File: src/hdl/lpd_pkg.sv
// Shared types and constants for the length-prefixed deframer.
// Used by lpd_step and length_prefixed_deframer_core; no dependencies.
package lpd_pkg;

	localparam int unsigned HEADER_BYTES = 4;
	localparam int unsigned HCNT_W       = $clog2(HEADER_BYTES);
	localparam int unsigned SHIFT_W      = 8 * (HEADER_BYTES - 1);
	localparam int unsigned LEN_W        = 8 * HEADER_BYTES;
	localparam int unsigned REG_W        = 16;

	localparam logic [REG_W-1:0] MAX_BODY_LEN_RST = 16'd10000;
	localparam logic [REG_W-1:0] DETECT_LIMIT_RST = 16'd65535;

	typedef enum logic [1:0] {
		REG_ORDER_MODE   = 2'd0,
		REG_MAX_BODY_LEN = 2'd1,
		REG_DETECT_LIMIT = 2'd2
	} reg_idx_t;

	typedef enum logic [1:0] {
		ORD_AUTO   = 2'd0,
		ORD_LITTLE = 2'd1,
		ORD_BIG    = 2'd2,
		ORD_BAD    = 2'd3
	} order_t;

	typedef enum logic [1:0] {
		KIND_HEADER  = 2'd0,
		KIND_BODY    = 2'd1,
		KIND_DISCARD = 2'd2
	} kind_t;

	typedef enum logic [1:0] {
		ERR_NONE      = 2'd0,
		ERR_ORDER_BAD = 2'd1,
		ERR_UNDETERM  = 2'd2,
		ERR_TOO_LONG  = 2'd3
	} err_t;

	typedef enum logic {
		PH_HEADER = 1'b0,
		PH_BODY   = 1'b1
	} phase_t;

	typedef struct packed {
		logic [REG_W-1:0] max_body_len;
		logic [REG_W-1:0] detect_limit;
	} cfg_t;

	typedef struct packed {
		phase_t             phase;
		logic [HCNT_W-1:0]  hdr_count;
		logic [SHIFT_W-1:0] hdr_shift;
		logic [REG_W-1:0]   body_left;
		order_t             order;
		err_t               err;
	} state_t;

	typedef struct packed {
		kind_t      kind;
		logic       msg_end;
		err_t       err;
		logic [1:0] order_found;
	} result_t;

endpackage

File: src/hdl/lpd_step.sv
// Per-byte deframing step: next state and result tag for one stream byte.
// Depends on lpd_pkg.
module lpd_step (
	input  lpd_pkg::cfg_t   cfg,
	input  lpd_pkg::state_t cur,
	input  logic [7:0]      byte_in,
	output lpd_pkg::state_t nxt,
	output lpd_pkg::result_t res
);
	import lpd_pkg::*;

	logic [LEN_W-1:0] le_len;
	logic [LEN_W-1:0] be_len;
	logic [LEN_W-1:0] len;
	order_t           ord;
	err_t             err_hdr;

	// same four bytes read both ways
	assign le_len = {byte_in, cur.hdr_shift};
	assign be_len = {cur.hdr_shift[7:0], cur.hdr_shift[15:8], cur.hdr_shift[23:16], byte_in};

	// byte order decision on the last header byte
	always_comb begin
		ord     = cur.order;
		err_hdr = ERR_NONE;
		if (cur.order == ORD_AUTO) begin
			if (le_len < {{(LEN_W-REG_W){1'b0}}, cfg.detect_limit})
				ord = ORD_LITTLE;
			else if (be_len < {{(LEN_W-REG_W){1'b0}}, cfg.detect_limit})
				ord = ORD_BIG;
			else
				err_hdr = ERR_UNDETERM;
		end
	end

	assign len = (ord == ORD_LITTLE) ? le_len : be_len;

	always_comb begin
		nxt         = cur;
		res.kind    = KIND_HEADER;
		res.msg_end = 1'b0;
		if (cur.err != ERR_NONE) begin
			res.kind = KIND_DISCARD;
		end else if (cur.order == ORD_BAD) begin
			nxt.err  = ERR_ORDER_BAD;
			res.kind = KIND_DISCARD;
		end else if (cur.phase == PH_BODY) begin
			res.kind = KIND_BODY;
			if (cur.body_left <= {{(REG_W-1){1'b0}}, 1'b1}) begin
				nxt.body_left = '0;
				nxt.phase     = PH_HEADER;
				res.msg_end   = 1'b1;
			end else begin
				nxt.body_left = cur.body_left - 1'b1;
			end
		end else if (cur.hdr_count != HCNT_W'(HEADER_BYTES - 1)) begin
			case (cur.hdr_count)
				2'd0:    nxt.hdr_shift[7:0]   = byte_in;
				2'd1:    nxt.hdr_shift[15:8]  = byte_in;
				2'd2:    nxt.hdr_shift[23:16] = byte_in;
				default: nxt.hdr_shift        = cur.hdr_shift;
			endcase
			nxt.hdr_count = cur.hdr_count + 1'b1;
		end else begin
			nxt.hdr_count = '0;
			nxt.hdr_shift = '0;
			nxt.order     = ord;
			if (err_hdr != ERR_NONE) begin
				nxt.err = err_hdr;
			end else if (len > {{(LEN_W-REG_W){1'b0}}, cfg.max_body_len}) begin
				nxt.err = ERR_TOO_LONG;
			end else if (len == '0) begin
				res.msg_end = 1'b1;
			end else begin
				nxt.body_left = len[REG_W-1:0];
				nxt.phase     = PH_BODY;
			end
		end
		res.err         = nxt.err;
		res.order_found = (nxt.order == ORD_BAD) ? 2'd0 : nxt.order;
	end

endmodule

File: src/hdl/length_prefixed_deframer_core.sv
// Top level of the length-prefixed deframer: input stage, state, result register.
// Depends on lpd_pkg and lpd_step.
//
// Returns one tagged result per stream byte, registered in the input stage and then
// the result register. Each message is a four-byte length header and that many body
// bytes; in auto mode the first header settles the byte order. Errors are sticky until
// reset; after one, bytes come out marked as discarded. The rate is one byte per clock
// while the output is not stalled, set by the state update in the step logic. A byte
// is taken while a result waits, as long as the input stage can move on. The user must
// write configuration only while the block is idle, which the block does not enforce;
// writing the order mode also reloads the current byte order but leaves an error alone.
module length_prefixed_deframer_core (
	input  logic                     clk,
	input  logic                     arst_n,
	input  logic                     cfg_we,
	input  logic [1:0]               cfg_index,
	input  logic [lpd_pkg::REG_W-1:0] cfg_data,
	input  logic                     data_valid,
	output logic                     data_stall,
	input  logic [7:0]               data_byte,
	output logic                     result_valid,
	input  logic                     result_stall,
	output logic [7:0]               out_byte,
	output logic [1:0]               byte_kind,
	output logic                     message_end,
	output logic [1:0]               error_code,
	output logic [1:0]               order_found
);
	import lpd_pkg::*;

	logic       valid_s1;
	logic [7:0] byte_s1;
	logic       advance;
	cfg_t       cfg_q;
	state_t     state_q;
	state_t     state_nxt;
	result_t    res;
	result_t    res_q;
	logic [7:0] out_byte_q;
	logic       out_valid_q;

	assign advance    = valid_s1 && (!out_valid_q || !result_stall);
	assign data_stall = valid_s1 && !advance;

	lpd_step u_step (
		.cfg     (cfg_q),
		.cur     (state_q),
		.byte_in (byte_s1),
		.nxt     (state_nxt),
		.res     (res)
	);

	always_ff @(posedge clk or negedge arst_n) begin
		if (!arst_n) begin
			valid_s1 <= 1'b0;
		end else if (data_valid && !data_stall) begin
			valid_s1 <= 1'b1;
		end else if (advance) begin
			valid_s1 <= 1'b0;
		end
	end

	always_ff @(posedge clk) begin
		if (data_valid && !data_stall)
			byte_s1 <= data_byte;
	end

	// config writes and per-byte state; the user must write config only while idle, not enforced here
	always_ff @(posedge clk or negedge arst_n) begin
		if (!arst_n) begin
			cfg_q.max_body_len <= MAX_BODY_LEN_RST;
			cfg_q.detect_limit <= DETECT_LIMIT_RST;
			state_q.phase      <= PH_HEADER;
			state_q.hdr_count  <= '0;
			state_q.hdr_shift  <= '0;
			state_q.body_left  <= '0;
			state_q.order      <= ORD_AUTO;
			state_q.err        <= ERR_NONE;
		end else if (cfg_we) begin
			case (cfg_index)
				REG_ORDER_MODE:   state_q.order      <= order_t'(cfg_data[1:0]);
				REG_MAX_BODY_LEN: cfg_q.max_body_len <= cfg_data;
				REG_DETECT_LIMIT: cfg_q.detect_limit <= cfg_data;
				default:          cfg_q              <= cfg_q;
			endcase
		end else if (advance) begin
			state_q <= state_nxt;
		end
	end

	always_ff @(posedge clk or negedge arst_n) begin
		if (!arst_n) begin
			out_valid_q <= 1'b0;
		end else if (advance) begin
			out_valid_q <= 1'b1;
		end else if (!result_stall) begin
			out_valid_q <= 1'b0;
		end
	end

	always_ff @(posedge clk) begin
		if (advance) begin
			res_q      <= res;
			out_byte_q <= byte_s1;
		end
	end

	assign result_valid = out_valid_q;
	assign out_byte     = out_byte_q;
	assign byte_kind    = res_q.kind;
	assign message_end  = res_q.msg_end;
	assign error_code   = res_q.err;
	assign order_found  = res_q.order_found;

	a_discard_has_err: assert property (@(posedge clk) disable iff (!arst_n)
		(result_valid && byte_kind == KIND_DISCARD) |-> (error_code != ERR_NONE))
		else $error("discarded byte without an error code");

	a_end_no_err: assert property (@(posedge clk) disable iff (!arst_n)
		(result_valid && message_end) |-> (error_code == ERR_NONE))
		else $error("message end reported alongside an error");

	a_body_count: assert property (@(posedge clk) disable iff (!arst_n)
		(state_q.phase == PH_BODY) == (state_q.body_left != '0))
		else $error("body phase and remaining count disagree");

	a_err_sticky: assert property (@(posedge clk) disable iff (!arst_n)
		(state_q.err != ERR_NONE) |=> (state_q.err == $past(state_q.err)))
		else $error("sticky error changed");

endmodule
File: config.mk
export PLATFORM = sky130hd
export DESIGN_NAME = length_prefixed_deframer_core
export DESIGN_NICKNAME = d
export VERILOG_FILES = /design/src/hdl/lpd_pkg.sv /design/src/hdl/lpd_step.sv /design/src/hdl/length_prefixed_deframer_core.sv
export SDC_FILE = /design/constraint.sdc
export NUM_CORES = 1
export LEC_CHECK = 0
export BUFFER_PORTS_ARGS = -buffer_cell sky130_fd_sc_hd__buf_4
export CAP_MARGIN = 5
export CORE_MARGIN = 2
export CORE_UTILIZATION = 55
export CTS_CLUSTER_SIZE = 20
export DETAILED_ROUTE_END_ITERATION = 6
export PLACE_DENSITY = 0.77
export SYNTH_ARGS = -nofsm -noshare
export SYNTH_HDL_FRONTEND = slang
export SYNTH_SLANG_ARGS = --single-unit
File: constraint.sdc
create_clock -name clk -period 4.56 [get_ports clk]
set_input_delay 0.456 -clock clk [delete_from_list [all_inputs] [get_ports clk]]
set_output_delay 0.456 -clock clk [all_outputs]
set_load 0.01 [all_outputs]
==> results of run 1 <==
## power by group through the flow
stage / sequential, uW / combinational, uW / clock, uW
2_1_floorplan: 1460 / 1090 / 0
3_3_place_gp: 1470 / 1710 / 0
3_5_place_dp: 1490 / 1790 / 0
4_1_cts: 1480 / 1840 / 619
5_1_grt: 1550 / 2220 / 656
6_report: 1520 / 2050 / 612
## area by class of cell
class / instances / area [sq um] / share of cell area (%)
Clock inverter: 4 / 51.3 / 0.674
Sequential cell: 104 / 2740 / 36.0
Multi-Input combinational cell: 383 / 3410 / 44.8
Tap cell: 140 / 175 / 2.30
Clock buffer: 12 / 155 / 2.04
Inverter: 40 / 150 / 1.97
Timing Repair Buffer: 120 / 930 / 12.2
## through the flow
step	TNS [ns]	cells	cell area (sq um)	power, uW
2_1_floorplan	0	540	6020	2550
3_3_place_gp	-2.53	779	7000	3190
3_5_place_dp	-4.44	779	7000	3280
4_1_cts	0	796	7280	3940
5_1_grt	-1.50	803	7610	4420
6_report	-0.00702	803	7610	4180
## what timing repair did
action	in CTS	in global routing
setup buffers	0	5
gates resized for setup	12	48
cloned	1	2
pin swaps	7	34
endpoints found under the setup margin	19	21
## critical path: stages, from the launching register on
cell      delay, ns
dfstp_2        0.55
inv_2          0.05
ha_4           0.25
nand4_1        0.13
or3_1          0.37
o32a_1         0.42
a21oi_4        0.21
nor2_4         0.07
buf_12         0.16
mux2_4         0.31
ha_4           0.27
nand4_1        0.10
or2_4          0.27
o41ai_4        0.38
a21oi_4        0.08
a221oi_2       0.22
a211o_1        0.17
a21oi_2        0.07
or2_4          0.22
## state kept, by name, summed over array words and instances, names as in the netlist
signal        cells
state_q          47
cfg_q            32
byte_s1           8
out_byte          8
byte_kind         2
error_code        2
order_found       2
message_end       1
result_valid      1
valid_s1          1
## synthesized netlist by cell type (all sizes together) (3+ instances only)
| master | count | area (sq um) |
|---|---|---|
| dfstp | 21 | 552 |
| nor2 | 25 | 101 |
| buf | 5 | 31.3 |
| o2bb2ai | 3 | 26.3 |
| nor3 | 15 | 80.1 |
| or3 | 5 | 31.3 |
| nand2b | 7 | 43.8 |
| a21o | 7 | 52.6 |
| a2111oi | 4 | 53.8 |
| dfrtp | 60 | 1500 |
| nand4 | 11 | 68.8 |
| a211oi | 5 | 37.5 |
| nor2b | 13 | 81.3 |
| nor4 | 12 | 75.1 |
| a21oi | 25 | 140 |
| mux2 | 72 | 830 |
| a22o | 12 | 106 |
| and2 | 5 | 31.3 |
| nand3 | 10 | 50.1 |
| o21ai | 17 | 85.1 |
| o21a | 8 | 60.1 |
| clkbuf | 10 | 37.5 |
| a221o | 7 | 70.1 |
| ha | 51 | 638 |
| nand3b | 4 | 30.0 |
| edfxtp | 23 | 691 |
| nand2 | 36 | 135 |
| inv | 40 | 150 |
## final timing paths
| path | from | endpoint | slack (ns) | cells past startpoint |
|---|---|---|---|---|
| min in group clk | data_byte[5] | byte_s1[5] | 0.24 | 1 |
| min reg2reg | cfg_q[21] | cfg_q[21] | 0.52 | 1 |
| max reg2reg | cfg_q[12] | error_code[0] | -0.007 | 18 |
| max | cfg_q[12] | error_code[0] | -0.007 | 18 |
| min | arst_n | state_q[45] | 0.24 | 1 |
| max in group asynchronous | arst_n | cfg_q[30] | 3.66 | 1 |
## metal layers
metal | global-route usage [%] | share of wire (%) | up-vias
met1 | 39.4 | 43 | 2398
met4 | 10.8 | 3.2 | 0
met5 | 0 | 0 | -
li1 | - | - | 2249
met3 | 4.84 | 6.0 | 48
met2 | 46.3 | 48 | 203
## logic make-up (layout without fill, tap and decap cells)
group | Yosys count | in the layout | synth area share (%)
flops | 104 | 104 | 45.6
mux | 73 | 73 | 13.9
buf+inv | 55 | 176 | 3.64
simple gates | 152 | 152 | 13.2
fa+ha+maj | 51 | 51 | 10.6
compound gates | 104 | 106 | 12.9
xor+xnor | 1 | 1 | 0.145
==> impl_metrics.csv, run 1 <==
group,metric,value,unit
drt,antenna_left,0,
drt,drt-total-wl,16400,um
setup_path,cp.required,4.70,ns
global_routing,globalRouteOverflowTotal,0,
timing,rsz0062_at_grt,"yes",
cells_and_area,area_growth,26.4,%
setup_path,cp_data_arrival_time,4.71,ns
yosys,synth_warnings,0,
setup_path,critical_path.startpoint_type,"register",
global_routing,grt_pass1_vias,4987,
setup_path,worstPathMaxFanout,7,
cells_and_area,final_nets,740,
yosys,ys_seq_area_share,45.6,%
cts,cts_buffers,9,
power,p_clk_share,14.6,%
drt,route.detailed.vias_per_inst,6.10,
yosys,ys.flop_type,"dfrtp_1",
yosys,synthArstFlopShare,77.9,%
floorplan,fp.dieH,109,um
cells_and_area,antenna_cells,0,
floorplan,dieArea,11800,sq um
drt,vias,4898,
power,p_leak,0.00335,uW
power,p_sw_share,39.4,%
power,pwr-share-comb,49.0,%
cells_and_area,fin_util,70.8,%
setup_path,path_class,"register to register",
power,p_int,2530,uW
power,p_switching,1650,uW
timing,worst_pin_slew,1.03,ns
yosys,avgSynthCellArea,11.2,sq um
cts,clockBufferDepth,2,
global_routing,track_usage,28.8,%
timing,final-hold-violation-count,0,
drt,initialDrtViolationCount,457,
timing,slew_headroom,31.0,%
timing,setup-violations-final,1,
floorplan,die_x,109,um
yosys,synth_edf_count,23,
yosys,synth.distinct_cells,60,
global_routing,grt_pass1_wl,25600,um
cts,clock-sinks,104,
floorplan,rows,38,
timing,setup_ws,-0.00702,ns
placement,io_buffers,47,
cts,cts_tree,"done",
power,peakVddDrop,0.000240,V
yosys,syn-cell-area,6020,sq um
cts,path_clk_slew,0.11,ns
timing,clock_skew,0.0189,ns
cts,htreeDepth,3,
power,p_per_area,549,nW/um^2
global_routing,antenna_found_initial,0,
floorplan,core,10700,sq um
run,maxCapViolCount,0,
drt,drt-pass1-iter-count,6,
cts,root_buffer,"clkbuf_8",
timing,slew_violations,0,
yosys,syn_nets,622,
cts,clkLatencyLatePin,0.39,ns
min_path,worstHoldPathType,"input pin to async pin",
cells_and_area,most-common-layout-cells,"buf_4, mux2_2, dfrtp_1",
timing,fin_crit,4.57,ns
drt,routedWlPerCell,20.5,um
power,seqPwrFrac,36.4,%
outcome,violations,"negative setup slack",
outcome,outcome,"finished, violations left",
cells_and_area,final_common_cell,"buf_4",
floorplan,io_pins,48,
cells_and_area,fillers,788,
placement,gp_congestion,0.953,
global_routing,grt_max_degree,82,
timing,fin_hold_ws,0.236,ns
placement,place.detailed.hpwl,12000,um
floorplan,start_util,56.1,%
cells_and_area,drive_above_1_share,42.4,%
setup_path,cp-end-kind,"register",
placement,dp_worst_setup_slack,-0.304,ns
timing,final.period_utilization,100,%
timing,fmax,219,MHz
cts,hold_buffers,0,
yosys,synth_seq_cells,104,
yosys,synth_cells,540,
drt,drc,0,
(Power assumes the default switching activity.)
==> run 2: changes to the inputs <==
--- a/config.mk
+++ b/config.mk
@@ -8,10 +8,10 @@
 export BUFFER_PORTS_ARGS = -buffer_cell sky130_fd_sc_hd__buf_4
 export CAP_MARGIN = 5
 export CORE_MARGIN = 2
-export CORE_UTILIZATION = 55
+export CORE_UTILIZATION = 65
 export CTS_CLUSTER_SIZE = 20
 export DETAILED_ROUTE_END_ITERATION = 6
-export PLACE_DENSITY = 0.77
+export PLACE_DENSITY = 0.85
 export SYNTH_ARGS = -nofsm -noshare
 export SYNTH_HDL_FRONTEND = slang
 export SYNTH_SLANG_ARGS = --single-unit
==> constraint.sdc (replaced) <==
create_clock -name clk -period 5.4 [get_ports clk]
set_input_delay 0.54 -clock clk [delete_from_list [all_inputs] [get_ports clk]]
set_output_delay 0.54 -clock clk [all_outputs]
set_load 0.01 [all_outputs]
==> run 2 against run 1 <==
The run now ends clean. Maximum frequency fell by 11%. Global-route usage rose by 2.4 points. Via count shrank 5.8%. Critical path type unchanged. Non-clock buffer count shrank 64. Power is 26% lower. Die area down 15%. Utilization grew 3.1 points. Worst hold slack better by 0.049 ns. Worst setup slack improved by 0.30 ns.
==> impl_metrics.csv, run 2 (synthesis results as in run 1) <==
group,metric,value,unit
outcome,outcome,"complete, no violations",
timing,final-hold-violation-count,0,
drt,drc,0,
setup_path,cp.buffers_inverters,2,
floorplan,rows,35,
setup_path,slowest_delay,0.54,ns
power,peakVddDrop,0.000220,V
cells_and_area,final_common_cell,"mux2_2",
cells_and_area,top_register,"state_q",
cells_and_area,most-common-layout-cells,"mux2_2, dfrtp_1, buf_4",
cells_and_area,fin_util,73.9,%
cts,clock-sinks,104,
setup_path,path_class,"register to register",
floorplan,core,9110,sq um
placement,place.detailed.hpwl,10800,um
setup_path,cpMaxStageDelayCell,"dfstp_2",
timing,fmax,196,MHz
drt,routedWlPerCell,20.9,um
cells_and_area,largest_registers,"state_q (47), cfg_q (32)",
timing,rsz0062_at_grt,"no",
cells_and_area,area_growth,11.8,%
cts,root_buffer,"clkbuf_8",
placement,io_buffers,47,
global_routing,antenna_found_initial,0,
cells_and_area,final_nets,674,
drt,vias,4616,
timing,slew_violations,0,
setup_path,rr_startpoint,"cfg_q[15]",
setup_path,worstPathMaxFanout,20,
setup_path,cp_data_arrival_time,5.39,ns
placement,placed_cells,685,
floorplan,start_util,66.1,%
power,p_per_area,457,nW/um^2
timing,worst_pin_slew,1.02,ns
cts,clockBufferDepth,2,
cts,clkLatencyLatePin,0.38,ns
setup_path,cp-end-kind,"register",
setup_path,startpoint,"cfg_q[15]",
setup_path,critical_path.startpoint_type,"register",
setup_path,cp_top_family,"compound AO/OA/AOI/OAI gates",
floorplan,die_x,100,um
global_routing,grt_max_degree,82,
timing,final.period_utilization,94.6,%
cts,cts_buffers,9,
global_routing,grt_pass1_wl,24100,um
timing,setup_tns,0,ns
cts,cts_tree,"done",
cts,htreeDepth,3,
cells_and_area,drive_above_1_share,29.3,%
power,p_leak,0.00299,uW
setup_path,path_cells,"inv_1 -> ha_1 -> nand4_1 -> or3_1 -> o32a_1 -> a21oi_4 -> nor2_4 -> buf_12 -> mux2_4 -> ha_1 -> nand4_1 -> or2_2 -> o41ai_1 -> a21oi_1 -> a21oi_2 -> a22o_4 -> o21ai_0 -> a22o_1",
timing,clock_skew,0.0112,ns
cts,hold_buffers,0,
drt,route.detailed.vias_per_inst,6.52,
drt,antenna_left,0,
drt,initialDrtViolationCount,360,
floorplan,io_pins,48,
global_routing,grt_pass1_vias,4505,
timing,slew_headroom,31.8,%
run,maxCapViolCount,0,
min_path,worstHoldPathType,"input pin to async pin",
floorplan,dieArea,10100,sq um
global_routing,track_usage,31.3,%
cells_and_area,layoutNonFillerInstCount,708,
placement,gp_congestion,0.958,
drt,drt-pass1-iter-count,5,
setup_path,cp.required,5.68,ns
timing,setup-violations-final,0,
cells_and_area,largest_register_ffs,47,
floorplan,fp.dieH,100,um
global_routing,globalRouteOverflowTotal,0,
timing,fin_crit,5.11,ns
cts,path_clk_slew,0.11,ns
drt,drt-total-wl,14800,um
cells_and_area,antenna_cells,0,
run 2: where the power goes:
| part | leakage (uW) | switching [uW] | internal (uW) |
|---|---|---|---|
| clock network | 0.0000920 | 304 | 178 |
| registers | 0.00120 | 298 | 1050 |
| logic | 0.00170 | 669 | 576 |
| total | 0.00299 | 1270 | 1800 |
run 2: final timing paths:
kind / end / depth (start not counted) / slack [ns]
worst max-delay path: state_q[12] / 18 / 0.29
worst min-delay path: state_q[44] / 1 / 0.28
worst max register to register: state_q[12] / 18 / 0.29
worst min register to register: state_q[0] / 1 / 0.51
max in group asynchronous: cfg_q[27] / 1 / 4.41
min in group clk: byte_s1[0] / 1 / 0.32
run 2: worst reg2reg max path: cells and delay by family (launching register included):
kind	cells	cell delay, ns
flops	1	0.54
mux	1	0.32
compound gates	8	2.19
simple gates	5	1.13
buf+inv	2	0.22
fa+ha+maj	2	0.62
run 2: metal layers:
metal	GRT usage [%]	wire length, um	vias to the layer above
met4	11.5	455	0
met1	43.9	6380	2253
met3	4.94	925	37
li1	-	-	2112
met5	0	0	-
met2	49.4	7050	214
run 2: per-stage QoR:
| step | instance area [sq um] | setup WS [ns] | total power, uW | hold slack, ns |
|---|---|---|---|---|
| 2_1_floorplan | 6020 | 0.880 | 2150 | 0.244 |
| 3_3_place_gp | 6460 | 0.304 | 2490 | 0.454 |
| 3_5_place_dp | 6460 | 0.108 | 2550 | 0.476 |
| 4_1_cts | 6650 | 0.0801 | 3040 | 0.319 |
| 5_1_grt | 6730 | 0.0395 | 3270 | 0.322 |
| 6_report | 6730 | 0.290 | 3070 | 0.285 |
run 2: what timing repair did:
action,in CTS,in global routing
setup endpoints to repair,0,15
resized for setup,0,2
setup buffers,0,7
run 2: area by class of cell:
class / count / area [sq um]
multi-input combinational: 381 / 3070
sequential: 104 / 2740
fill: 650 / 2380
timing repair buffer: 56 / 433
inverter: 40 / 150
tap: 111 / 139
clock buffer: 9 / 124
clock inverter: 7 / 67.6
